===== src/hw/rtl/isk_pkg.sv =====
`timescale 1ns / 1ps
// ----------------------------------------------------------------------------
// isk_pkg: shared types and constants for the info string key lookup
// Holds the character constants, the queue depths and the structs that
// travel between the front, the parser and the result queue.
// ----------------------------------------------------------------------------
package isk_pkg;

    // Operation codes of an input transaction.
    localparam logic OP_KEY  = 1'b0;
    localparam logic OP_INFO = 1'b1;

    // Character constants.
    localparam logic [7:0] SEP_CHAR    = 8'h5C;
    localparam logic [7:0] LOWER_A     = 8'h61;
    localparam logic [7:0] LOWER_Z     = 8'h7A;
    localparam logic [7:0] CASE_OFFSET = 8'h20;

    // Queue depths (powers of two).
    localparam int IQ_DEPTH = 4;
    localparam int OQ_DEPTH = 4;

    // One classified input transaction.
    typedef struct packed {
        logic       op;
        logic       last;
        logic [7:0] ch;
        logic [7:0] fch;
        logic       is_sep;
    } item_t;

    // One result transaction.
    typedef struct packed {
        logic [7:0] value_char;
        logic       found;
        logic       end_of_value;
    } res_t;

    // Up to two results produced by the parser in one cycle.
    typedef struct packed {
        logic push0;
        logic push1;
        res_t res0;
        res_t res1;
    } back_out_t;

    // Fold a-z onto A-Z.
    function automatic logic [7:0] fold_case(input logic [7:0] c);
        logic [7:0] r;
        r = c;
        if (c >= LOWER_A && c <= LOWER_Z)
        begin
            r = c - CASE_OFFSET;
        end
        return r;
    endfunction

endpackage


===== src/hw/rtl/info_string_key_lookup.sv =====
`timescale 1ns / 1ps
// ----------------------------------------------------------------------------
// info_string_key_lookup: search a backslash-separated info string for a key
// Top level joining the input queue, the parser and the result queue.
// ----------------------------------------------------------------------------
// Usage:
//   Input channel (push/full): each transaction carries op, char_in, last_in.
//   op=0 loads one search key character, last_in closing the key. op=1 feeds
//   one info string character, last_in marking the final one.
//   Result channel (empty/pop): value bytes of the first matching pair, each
//   with found=1 and end_of_value=0, then one end marker (value_char=0,
//   end_of_value=1) whose found bit tells whether the key matched.
//   Throughput: one character per cycle; the parser takes one transaction
//   each cycle as long as the result queue has room for two results.
//   An accepted character is written into the input queue; the parser reads
//   the input queue head and writes its results into the result queue, whose
//   oldest entry drives the result ports.
//   Reset empties both queues, clears the key length and returns the parser
//   to the start of a string; the key memory itself is not cleared.
//   When the receiver stops popping, the result queue fills, the parser
//   stalls, and full rises once the four-entry input queue is full.
// ----------------------------------------------------------------------------
module info_string_key_lookup #(
    parameter int MAX_KEY_CHARS = 64
) (
    input  logic       clk,
    input  logic       rst_n,
    input  logic       push,
    output logic       full,
    input  logic       op,
    input  logic [7:0] char_in,
    input  logic       last_in,
    output logic       empty,
    input  logic       pop,
    output logic [7:0] value_char,
    output logic       found,
    output logic       end_of_value
);
    import isk_pkg::*;

    logic       head_valid;
    item_t      head;
    logic       head_pop;
    logic       out_space;
    back_out_t  bout;

    // Front: accept and classify characters.
    isk_front u_front (
        .clk        (clk),
        .rst_n      (rst_n),
        .push       (push),
        .full       (full),
        .op         (op),
        .char_in    (char_in),
        .last_in    (last_in),
        .head_valid (head_valid),
        .head       (head),
        .head_pop   (head_pop)
    );

    // Back: key store and parser.
    isk_back #(
        .MAX_KEY_CHARS (MAX_KEY_CHARS)
    ) u_back (
        .clk        (clk),
        .rst_n      (rst_n),
        .item_valid (head_valid),
        .item       (head),
        .out_space  (out_space),
        .item_pop   (head_pop),
        .bout       (bout)
    );

    // Result queue.
    isk_outq u_outq (
        .clk          (clk),
        .rst_n        (rst_n),
        .bout         (bout),
        .space        (out_space),
        .empty        (empty),
        .pop          (pop),
        .value_char   (value_char),
        .found        (found),
        .end_of_value (end_of_value)
    );

endmodule


===== src/hw/rtl/isk_front.sv =====
`timescale 1ns / 1ps
// ----------------------------------------------------------------------------
// isk_front: input queue and character classification
// Accepts input transactions, tags separators, folds the case of each
// character and holds them in a short queue for the parser.
// ----------------------------------------------------------------------------
module isk_front (
    input  logic          clk,
    input  logic          rst_n,
    input  logic          push,
    output logic          full,
    input  logic          op,
    input  logic [7:0]    char_in,
    input  logic          last_in,
    output logic          head_valid,
    output isk_pkg::item_t head,
    input  logic          head_pop
);
    import isk_pkg::*;

    localparam int PW = $clog2(IQ_DEPTH);
    localparam int CW = $clog2(IQ_DEPTH + 1);

    item_t          entry_reg [IQ_DEPTH];
    logic [PW-1:0]  wr_ptr_reg, wr_ptr_next;
    logic [PW-1:0]  rd_ptr_reg, rd_ptr_next;
    logic [CW-1:0]  count_reg, count_next;
    logic           do_push, do_pop;
    item_t          new_item;

    // Classify the incoming character.
    always_comb
    begin
        new_item.op     = op;
        new_item.last   = last_in;
        new_item.ch     = char_in;
        new_item.fch    = fold_case(char_in);
        new_item.is_sep = (char_in == SEP_CHAR);
    end

    assign full       = (count_reg == CW'(IQ_DEPTH));
    assign head_valid = (count_reg != '0);
    assign head       = entry_reg[rd_ptr_reg];
    assign do_push    = push && !full;
    assign do_pop     = head_pop && head_valid;

    // Pointer and fill count update.
    always_comb
    begin
        wr_ptr_next = do_push ? PW'(wr_ptr_reg + 1'b1) : wr_ptr_reg;
        rd_ptr_next = do_pop ? PW'(rd_ptr_reg + 1'b1) : rd_ptr_reg;
        count_next  = count_reg;
        if (do_push && !do_pop)
        begin
            count_next = CW'(count_reg + 1'b1);
        end
        else if (!do_push && do_pop)
        begin
            count_next = CW'(count_reg - 1'b1);
        end
    end

    always_ff @(posedge clk or negedge rst_n)
    begin
        if (!rst_n)
        begin
            wr_ptr_reg <= '0;
            rd_ptr_reg <= '0;
            count_reg  <= '0;
        end
        else
        begin
            wr_ptr_reg <= wr_ptr_next;
            rd_ptr_reg <= rd_ptr_next;
            count_reg  <= count_next;
        end
    end

    // Queue storage.
    always_ff @(posedge clk)
    begin
        if (do_push)
        begin
            entry_reg[wr_ptr_reg] <= new_item;
        end
    end

endmodule


===== src/hw/rtl/isk_back.sv =====
`timescale 1ns / 1ps
// ----------------------------------------------------------------------------
// isk_back: key store and info string parser
// Loads the search key into a memory and walks the info string one character
// per cycle when out_space is set, comparing each pair key against the stored key.
// ----------------------------------------------------------------------------
module isk_back #(
    parameter int MAX_KEY_CHARS = 64
) (
    input  logic                clk,
    input  logic                rst_n,
    input  logic                item_valid,
    input  isk_pkg::item_t      item,
    input  logic                out_space,
    output logic                item_pop,
    output isk_pkg::back_out_t  bout
);
    import isk_pkg::*;

    localparam int CW = $clog2(MAX_KEY_CHARS + 1);
    localparam int AW = (MAX_KEY_CHARS > 1) ? $clog2(MAX_KEY_CHARS) : 1;
    localparam logic [CW-1:0] MAX_C = CW'(MAX_KEY_CHARS);

    typedef enum logic [1:0] {
        PH_START,
        PH_KEY,
        PH_VALUE,
        PH_DONE
    } phase_t;

    // Folded key store, read one position ahead of the compare.
    logic [7:0]     key_mem [MAX_KEY_CHARS];
    logic [7:0]     key_rd_reg;
    logic           mem_we;
    logic [AW-1:0]  mem_wa;
    logic [AW-1:0]  mem_ra;

    phase_t         phase_reg, phase_next;
    logic [CW-1:0]  key_len_reg, key_len_next;
    logic           key_ovf_reg, key_ovf_next;
    logic           key_open_reg, key_open_next;
    logic [CW-1:0]  cpos_reg, cpos_next;
    logic           mism_reg, mism_next;
    logic [CW-1:0]  len_base;
    logic           ovf_base;
    logic           in_range;
    logic           hit;
    logic           fire;

    assign fire     = item_valid && out_space;
    assign item_pop = fire;
    assign in_range = (cpos_reg < key_len_reg);
    assign hit      = !mism_reg && !key_ovf_reg && (cpos_reg == key_len_reg);
    assign mem_ra   = cpos_next[AW-1:0];

    // Parser next state and result generation.
    always_comb
    begin
        phase_next    = phase_reg;
        key_len_next  = key_len_reg;
        key_ovf_next  = key_ovf_reg;
        key_open_next = key_open_reg;
        cpos_next     = cpos_reg;
        mism_next     = mism_reg;
        mem_we        = 1'b0;
        mem_wa        = '0;
        len_base      = key_open_reg ? key_len_reg : '0;
        ovf_base      = key_open_reg ? key_ovf_reg : 1'b0;
        bout          = '0;

        if (fire)
        begin
            if (item.op == OP_KEY)
            begin
                // Key load: a closed key restarts at length zero.
                if (len_base < MAX_C)
                begin
                    mem_we       = 1'b1;
                    mem_wa       = len_base[AW-1:0];
                    key_len_next = CW'(len_base + 1'b1);
                    key_ovf_next = ovf_base;
                end
                else
                begin
                    key_len_next = len_base;
                    key_ovf_next = 1'b1;
                end
                key_open_next = !item.last;
                phase_next    = PH_START;
                cpos_next     = '0;
                mism_next     = 1'b0;
            end
            else
            begin
                key_open_next = 1'b0;
                unique case (phase_reg)
                    PH_START:
                    begin
                        phase_next = PH_KEY;
                        cpos_next  = '0;
                        mism_next  = 1'b0;
                        if (!item.is_sep)
                        begin
                            if (in_range)
                            begin
                                mism_next = (item.fch != key_rd_reg);
                                cpos_next = CW'(cpos_reg + 1'b1);
                            end
                            else
                            begin
                                mism_next = 1'b1;
                            end
                        end
                        if (item.last)
                        begin
                            bout.push0 = 1'b1;
                            bout.res0  = '{8'h00, 1'b0, 1'b1};
                        end
                    end
                    PH_KEY:
                    begin
                        if (item.is_sep)
                        begin
                            mism_next  = !hit;
                            phase_next = PH_VALUE;
                            if (item.last)
                            begin
                                bout.push0 = 1'b1;
                                bout.res0  = '{8'h00, hit, 1'b1};
                            end
                        end
                        else
                        begin
                            if (in_range)
                            begin
                                mism_next = mism_reg || (item.fch != key_rd_reg);
                                cpos_next = CW'(cpos_reg + 1'b1);
                            end
                            else
                            begin
                                mism_next = 1'b1;
                            end
                            if (item.last)
                            begin
                                bout.push0 = 1'b1;
                                bout.res0  = '{8'h00, 1'b0, 1'b1};
                            end
                        end
                    end
                    PH_VALUE:
                    begin
                        if (item.is_sep)
                        begin
                            if (!mism_reg)
                            begin
                                bout.push0 = 1'b1;
                                bout.res0  = '{8'h00, 1'b1, 1'b1};
                                phase_next = PH_DONE;
                            end
                            else
                            begin
                                phase_next = PH_KEY;
                                cpos_next  = '0;
                                mism_next  = 1'b0;
                                if (item.last)
                                begin
                                    bout.push0 = 1'b1;
                                    bout.res0  = '{8'h00, 1'b0, 1'b1};
                                end
                            end
                        end
                        else if (!mism_reg)
                        begin
                            bout.push0 = 1'b1;
                            bout.res0  = '{item.ch, 1'b1, 1'b0};
                            if (item.last)
                            begin
                                bout.push1 = 1'b1;
                                bout.res1  = '{8'h00, 1'b1, 1'b1};
                            end
                        end
                        else if (item.last)
                        begin
                            bout.push0 = 1'b1;
                            bout.res0  = '{8'h00, 1'b0, 1'b1};
                        end
                    end
                    PH_DONE:
                    begin
                        // Match already reported: remaining characters are ignored.
                    end
                    default:
                    begin
                    end
                endcase

                // The last character returns the parser to the start of string.
                if (item.last)
                begin
                    phase_next = PH_START;
                    cpos_next  = '0;
                    mism_next  = 1'b0;
                end
            end
        end
    end

    // Parser state.
    always_ff @(posedge clk or negedge rst_n)
    begin
        if (!rst_n)
        begin
            phase_reg    <= PH_START;
            key_len_reg  <= '0;
            key_ovf_reg  <= 1'b0;
            key_open_reg <= 1'b0;
            cpos_reg     <= '0;
            mism_reg     <= 1'b0;
        end
        else
        begin
            phase_reg    <= phase_next;
            key_len_reg  <= key_len_next;
            key_ovf_reg  <= key_ovf_next;
            key_open_reg <= key_open_next;
            cpos_reg     <= cpos_next;
            mism_reg     <= mism_next;
        end
    end

    // Key memory: one write port, one registered read port with write forwarding.
    always_ff @(posedge clk)
    begin
        if (mem_we)
        begin
            key_mem[mem_wa] <= item.fch;
        end
        if (mem_we && (mem_wa == mem_ra))
        begin
            key_rd_reg <= item.fch;
        end
        else
        begin
            key_rd_reg <= key_mem[mem_ra];
        end
    end

endmodule


===== src/hw/rtl/isk_outq.sv =====
`timescale 1ns / 1ps
// ----------------------------------------------------------------------------
// isk_outq: result queue
// Takes up to two results per cycle from the parser and presents the
// oldest one on the result ports until it is popped.
// ----------------------------------------------------------------------------
module isk_outq (
    input  logic                clk,
    input  logic                rst_n,
    input  isk_pkg::back_out_t  bout,
    output logic                space,
    output logic                empty,
    input  logic                pop,
    output logic [7:0]          value_char,
    output logic                found,
    output logic                end_of_value
);
    import isk_pkg::*;

    localparam int PW = $clog2(OQ_DEPTH);
    localparam int CW = $clog2(OQ_DEPTH + 1);

    res_t           entry_reg [OQ_DEPTH];
    logic [PW-1:0]  wr_ptr_reg, wr_ptr_next;
    logic [PW-1:0]  rd_ptr_reg, rd_ptr_next;
    logic [CW-1:0]  count_reg, count_next;
    logic [1:0]     push_cnt;
    logic           do_pop;
    logic [PW-1:0]  wr_ptr_inc;

    // Room for two results is needed before the parser may take a character.
    assign space      = (count_reg <= CW'(OQ_DEPTH - 2));
    assign empty      = (count_reg == '0);
    assign do_pop     = pop && !empty;
    assign push_cnt   = {1'b0, bout.push0} + {1'b0, bout.push1};
    assign wr_ptr_inc = PW'(wr_ptr_reg + 1'b1);

    assign value_char   = entry_reg[rd_ptr_reg].value_char;
    assign found        = entry_reg[rd_ptr_reg].found;
    assign end_of_value = entry_reg[rd_ptr_reg].end_of_value;

    // Pointer and fill count update.
    always_comb
    begin
        wr_ptr_next = PW'(wr_ptr_reg + push_cnt);
        rd_ptr_next = do_pop ? PW'(rd_ptr_reg + 1'b1) : rd_ptr_reg;
        count_next  = CW'(count_reg + push_cnt - {1'b0, do_pop});
    end

    always_ff @(posedge clk or negedge rst_n)
    begin
        if (!rst_n)
        begin
            wr_ptr_reg <= '0;
            rd_ptr_reg <= '0;
            count_reg  <= '0;
        end
        else
        begin
            wr_ptr_reg <= wr_ptr_next;
            rd_ptr_reg <= rd_ptr_next;
            count_reg  <= count_next;
        end
    end

    // Queue storage.
    always_ff @(posedge clk)
    begin
        if (bout.push0)
        begin
            entry_reg[wr_ptr_reg] <= bout.res0;
        end
        if (bout.push1)
        begin
            entry_reg[wr_ptr_inc] <= bout.res1;
        end
    end

endmodule


===== config.mk =====
export PLATFORM = sky130hd
export DESIGN_NAME = info_string_key_lookup
export DESIGN_NICKNAME = d
export VERILOG_FILES = /design/src/hw/rtl/isk_pkg.sv /design/src/hw/rtl/info_string_key_lookup.sv /design/src/hw/rtl/isk_front.sv /design/src/hw/rtl/isk_back.sv /design/src/hw/rtl/isk_outq.sv
export SDC_FILE = /design/constraint.sdc
export NUM_CORES = 1
export LEC_CHECK = 0
export BUFFER_PORTS_ARGS = -buffer_cell sky130_fd_sc_hd__buf_4
export CORE_ASPECT_RATIO = 1.2
export CORE_MARGIN = 2
export CORE_UTILIZATION = 35
export DETAILED_ROUTE_END_ITERATION = 7
export MAX_ROUTING_LAYER = met4
export PLACE_DENSITY_LB_ADDON = 0.3
export REMOVE_ABC_BUFFERS = 1
export SYNTH_ARGS = -nofsm -noshare
export SYNTH_HDL_FRONTEND = slang
export SYNTH_SLANG_ARGS = --single-unit

===== constraint.sdc =====
create_clock -name clk -period 6.7 [get_ports clk]
set_input_delay 1.005 -clock clk [delete_from_list [all_inputs] [get_ports clk]]
set_output_delay 1.005 -clock clk [all_outputs]
set_load 0.005 [all_outputs]

==> reports/results.txt, run 1 <==
Max reg flops: 512
Port bufs: 25
Die area: 78,300 sq um
Post-CTS Setup Bufs: 0
Critical path startpoint category: flip-flop
Min-Delay Path Class: primary input to async pin
Top area cells in the synthesized netlist: edfxtp_1 (65%), mux4_2 (9.6%), mux4_1 (4.0%), dfrtp_1 (3.1%), dfxtp_1 (2.9%)
Pre-Repair DR Iteration Count: 6
#FFs+latches synth: 647
DRT Wirelength: 66.1 mm
Clock Tree Root: clkbuf_16
Hold buffers post-CTS: 0
Cells after Synth: 1,490
Slew Limit Fails: 0
Number of flops mapped to enable cells by yosys: 576
Largest net degree at the start of global routing: 103
CP max FO: 15
Vias: 14,000
DRT iter0 DRCs: 1,324
Ant diodes: 0
Htree depth: 3
GP Congestion: 0.882
Commonest non-fill, non-tap cell in the layout: edfxtp_1
Worst setup margin: 3.01 ns
Dpl hpwl: 40.9 mm
Fmax: 0.271 GHz
Post-Layout Cell Count: 2,592
Setup skew after layout: 0.0267 ns
# clock sinks: 647
Synth area leader: edfxtp_1
Actual slew at the worst max-slew pin: 1.12 ns
Post-synth top flop: edfxtp_1
Fillers: 6,768
Initial antenna violation count: 1
Most Frequent Cell on Critical Path: nor2_1
Critical Path RT: 6.93 ns
Tot Pwr: 11,400 uW
GRT Overall Usage: 17.4%
Yosys top cell area share: 65.0%
Clock Path Buffers: 3
Multi-input gate area: 7130 sq um
Ys Warns: 0
CP Cell Sequence: mux4_2, nor3b_1, buf_4, nand3_1, nor2_1, nand2_1, nor2_1
Library cells used by synthesis: 74
Worst ir drop on vdd: 0.312 mV
Core area: 75,100 sq um
Slew margin rel.: 25.1%
Pre-CTS setup slack: 2.94 ns
Avg Synthesized Cell Area: 17.9 sq um
Nets@finish: 1,571
Final Critical Period: 3.69 ns
Fin crit share: 55.0%
CP max-delay cell: nor2_1
Synth-to-layout area growth: 12.9%
Initial core utilization: 35.4%
Wire length of the first global-routing pass: 97.9 mm
Drt drc: 0
Per-cell routed wire length: 25.5 um
Max Cap Viol: 0
Synth Cell Area: 26,600 sq um
Worst-Skew Late Latency: 0.62 ns
Final setup viols: 0
CP Class: flip-flop to flip-flop
Vias per Instance: 5.38
DP Cell Count: 2,467
CP Capture Type: flip-flop
Pleak: 0.00963 uW
Resized cells post-CTS: 0
Num CTS Buffers: 68
Antenna Nets Post-Route: 0
CTS tree: done
Worst Path Arrival: 3.92 ns
Die height: 306 um
Grt total ovfl: 0
Sum Neg Setup Slack: 0 ns
RSZ-0062 raised after global routing: no
Clock input transition at the sequential cells of the worst setup and hold paths: 0.06 ns
Layout cell share with drive strength beyond 1: 17.7%
Seq/Total Area, Yosys: 70.9%
Ys async rst share: 5.10%
Reg area: 18,900 sq um
Critical Path Max Stage Delay: 0.82 ns
Outcome: finished, final reports clean
Pwr/cell area: 380 nW/um^2
Die width: 256 um
Hold Fails Final Rpt: 0
Most frequent cells in the layout: edfxtp_1 (576), nand2_1 (123), mux4_2 (113)
FP Rows: 110
Io pins: 26
Vias in the first global route: 14,500
[worst max-delay path: cells and delay by family, from the launching register on]
| family | cells | cell delay [ns] |
|---|---|---|
| buffers and inverters | 1 | 0.21 |
| muxes | 1 | 0.47 |
| and+or+nand+nor | 5 | 1.85 |
| DFF | 1 | 0.77 |
[where the power goes]
group | internal [uW] | switching, uW
sequential | 5200 | 160
clock | 2290 | 1590
combinational | 637 | 1540
[kinds of logic after synthesis]
logic type	Yosys count	synth area share [%]
buf+inv	105	2.31
simple gates	342	5.90
flops	647	70.9
fa+ha+maj	28	1.37
xor+xnor	19	0.625
mux	191	15.0
compound gates	158	3.83
[final timing paths]
path | from | end | slack (ns) | cells past startpoint
max | u_front.rd_ptr_reg[1] | u_back.key_mem[29][0] | 3.01 | 7
min | rst_n | u_outq.rd_ptr_reg[1] | 0.36 | 1
max reg2reg | u_front.rd_ptr_reg[1] | u_back.key_mem[29][0] | 3.01 | 7
min reg2reg | u_outq.entry_reg[2][3] | u_outq.entry_reg[2][3] | 0.45 | 2
max in group asynchronous | rst_n | u_back.cpos_reg[5] | 5.96 | 1
min in group clk | u_outq.entry_reg[2][3] | u_outq.entry_reg[2][3] | 0.45 | 2
[through the flow]
stage               cell area (sq um)  hold WS [ns]  utilization (%)
finish                          30100         0.364             40.0
CTS                             30100         0.353             40.0
global route                    30100         0.377             40.0
floorplan                       26100         0.433                -
detailed placement              27700         0.447             36.9
global placement                27700         0.439             36.9
[cell usage after synthesis (all sizes together) (12+ instances only)]
cell type	count
edfxtp	576
mux4	154
nand2	123
nor2	101
a21oi	52
buf	42
dfxtp	38
dfrtp	33
inv	33
o21ai	31
clkbuf	28
ha	26
mux2i	26
nand3	18
xnor2	14
and2	13
and3	13
nor2b	13
nor3	12
[layout make-up]
class,count,area share (%)
flip-flops and latches,647,62.9
multi-input cells,738,23.7
well taps,1008,4.20
inverters,34,0.425
repair buffers,40,1.08
clock buffers,91,6.19
clock inverters,34,1.50
[per-layer routing]
metal  part of all wire [%]  wire [um]  global-route usage [%]
met5                      0          0                       -
met4                    2.4       1610                    5.30
met3                    5.9       3880                    2.70
met2                     51      33400                    29.1
met1                     41      27200                    21.9
(Power assumes the default switching activity.)
==> run 2, diff against run 1 <==
clock period = 3.65 ns   (was 6.7 ns; I/O delays follow)
==> run 2 against run 1 <==
Against the previous run: via count increased by 2.0%; utilization increased by 1.0 points; combinational power grew 85%; global-route usage rose by 0.22 points; critical endpoint is now u_back.key_mem[40][7]; highest routed layer unchanged.
==> reports/results.txt, run 2 (synthesized netlist as in run 1, its figures left out) <==
Hold Path Stages: 1
CP Capture Type: flip-flop
Most frequent cells in the layout: edfxtp_1 (576), buf_4 (131), nand2_1 (123)
Initial core utilization: 35.4% (unchanged)
Worst Path Arrival: 3.47 ns (-0.45 ns)
Final Critical Period: 3.25 ns (-0.439 ns)
Worst R2R Setup Slack: 0.40 ns (-2.61 ns)
FP Rows: 110 (unchanged)
Max reg flops: 512 (unchanged)
Max Cap Viol: 0 (unchanged)
WP buf/inv: 1 (unchanged)
GP Congestion: 0.881 (-0.18%)
Worst reg2reg path depth: 7 (unchanged)
Critical path's top delay family: simple AND/OR/NAND/NOR gates
Worst ir drop on vdd: 0.418 mV (+34%)
Core area: 75,100 sq um (unchanged)
Htree depth: 3 (unchanged)
Clock input transition at the sequential cells of the worst setup and hold paths: 0.06 ns (about the same)
CP Class: flip-flop to flip-flop
Layout cell share with drive strength beyond 1: 22.8% (+5.1 points)
Fillers: 6,733 (-0.52%)
Pre-Repair DR Iteration Count: 5 (-1)
DP Cell Count: 2,564 (+3.9%)
Worst-Skew Late Latency: 0.62 ns (about the same)
Resized cells post-CTS: 0 (unchanged)
Grt met2 use: 29.5% (+0.40 points)
Clock Tree Root: clkbuf_16
Grt total ovfl: 0 (unchanged)
Tot Pwr: 20,900 uW (+83%)
Critical Path RT: 3.87 ns (-3.06 ns)
CP Cell Sequence: mux4_2, nor3b_1, buf_4, nand2_1, nor2_1, nand2_1, nor2_1
Min-Delay Path Class: primary input to flip-flop
Fin crit share: 88.9% (+34 points)
Ant diodes: 0 (unchanged)
Met3 GRT Util: 2.70% (unchanged)
Wire length of the first global-routing pass: 98.9 mm (+1.0%)
RSZ-0062 raised after global routing: no
Nets@finish: 1,669 (+6.2%)
DRT iter0 DRCs: 1,259 (-4.9%)
Vias per Instance: 5.29 (-1.7%)
Actual slew at the worst max-slew pin: 0.968 ns (-0.155 ns)
Hold Fails Final Rpt: 0 (unchanged)
Crit Reg-Reg Startpoint: u_front.rd_ptr_reg[0]
Pleak: 0.0101 uW (+5.4%)
CP max-delay cell: nor2_1
DRT Wirelength: 66.6 mm (+0.76%)
Slew margin rel.: 35.2% (+10 points)
Die width: 256 um (unchanged)
Dpl hpwl: 43.3 mm (+5.8%)
Critical path startpoint category: flip-flop
Post-Layout Cell Count: 2,690 (+3.8%)
CTS tree: done
Vias: 14,200 (+2.0%)
Hold_ws: 0.159 ns (-0.206 ns)
Slew Limit Fails: 0 (unchanged)
CP max FO: 11 (-4)
Die area: 78,300 sq um (unchanged)
Initial antenna violation count: 0 (-1)
Port bufs: 25 (unchanged)
Setup skew after layout: 0.0282 ns (+0.00150 ns)
Pwr/cell area: 679 nW/um^2 (+79%)
Vias in the first global route: 14,800 (+2.6%)
Crit path capture: u_back.key_mem[40][7]
Drt drc: 0 (unchanged)
Per-cell routed wire length: 24.8 um (-2.9%)
Reg2Reg Capture Point: u_back.key_mem[40][7]
Synth-to-layout area growth: 15.7%
Final setup viols: 0 (unchanged)
Multi-input gate area: 7130 sq um (about the same)
Fmax: 0.308 GHz (+14%)
GRT Overall Usage: 17.6% (+0.22 points)
Commonest non-fill, non-tap cell in the layout: edfxtp_1
Reg area: 18,900 sq um (unchanged)
Critical Path Max Stage Delay: 0.72 ns (-0.10 ns)
Grt met1 use: 21.8% (-0.12 points)
WP depth: 7 (unchanged)
Clock Path Buffers: 3 (unchanged)
Io pins: 26 (unchanged)
CP startpoint: u_front.rd_ptr_reg[0]
Outcome: finished, final reports clean
Die height: 306 um (unchanged)
Antenna Nets Post-Route: 0 (unchanged)
# clock sinks: 647 (unchanged)
GRT Max-Usage Layer: met2
Num CTS Buffers: 68 (unchanged)
Largest net degree at the start of global routing: 66 (-36%)
## run 2: changes by cell type in the layout (fill, tap and decap cells not counted), moves of 4 or more
cell      before  now
buf_12         2    6
buf_4         38  131
clkbuf_1      17   10
clkinv_2       8   12
clkinv_8       4    0
inv_6          0    7
## run 2: stage by stage
step | area (sq um) | TNS, ns | setup slack, ns | util, %
detailed placement | 28500 | 0 | 0.429 | 37.9
floorplan | 26100 | -2.31 | -2.31 | -
CTS | 30800 | 0 | 0.419 | 41.0
global placement | 28500 | 0 | 0.445 | 37.9
finish | 30800 | 0 | 0.403 | 41.0
global route | 30800 | 0 | 0.116 | 41.0
## run 2: layout make-up
type                            count  area share, %
Timing Repair Buffer              138           3.61
Clock inverter                     40           1.33
Sequential cell                   647           61.3
Clock buffer                       85           6.07
Multi-Input combinational cell    738           23.1
Inverter                           34          0.414
Tap cell                         1008           4.09
## run 2: per-layer routing
| metal | routed length, um | vias up |
|---|---|---|
| li1 | - | 6223 |
| met1 | 27000 | 7386 |
| met2 | 33900 | 515 |
| met3 | 3700 | 110 |
| met4 | 2000 | 0 |
| met5 | 0 | - |
## run 2: where the power goes
| part | internal (uW) | switching (uW) | total (uW) |
|---|---|---|---|
| combinational | 1260 | 2770 | 4040 |
| sequential | 9530 | 290 | 9820 |
| clock | 4160 | 2900 | 7060 |
| total | 15000 | 5960 | 20900 |
## run 2: what timing repair did
| action | 4_1_cts | 5_1_grt |
|---|---|---|
| setup buffers | 0 | 0 |
| endpoints found under the hold margin | 33 | 0 |
| hold buffers | 1 | 0 |
## run 2: how the worst min path moves through the flow
| stage | from | end |
|---|---|---|
| finish | last_in | u_front.entry_reg[1][17] |
| global route | last_in | u_front.entry_reg[1][17] |
| CTS | last_in | u_front.entry_reg[1][17] |
| detailed placement | u_outq.entry_reg[1][5] | u_outq.entry_reg[1][5] |
| global placement | u_outq.entry_reg[2][2] | u_outq.entry_reg[2][2] |
| floorplan | rst_n | u_back.cpos_reg[0] |
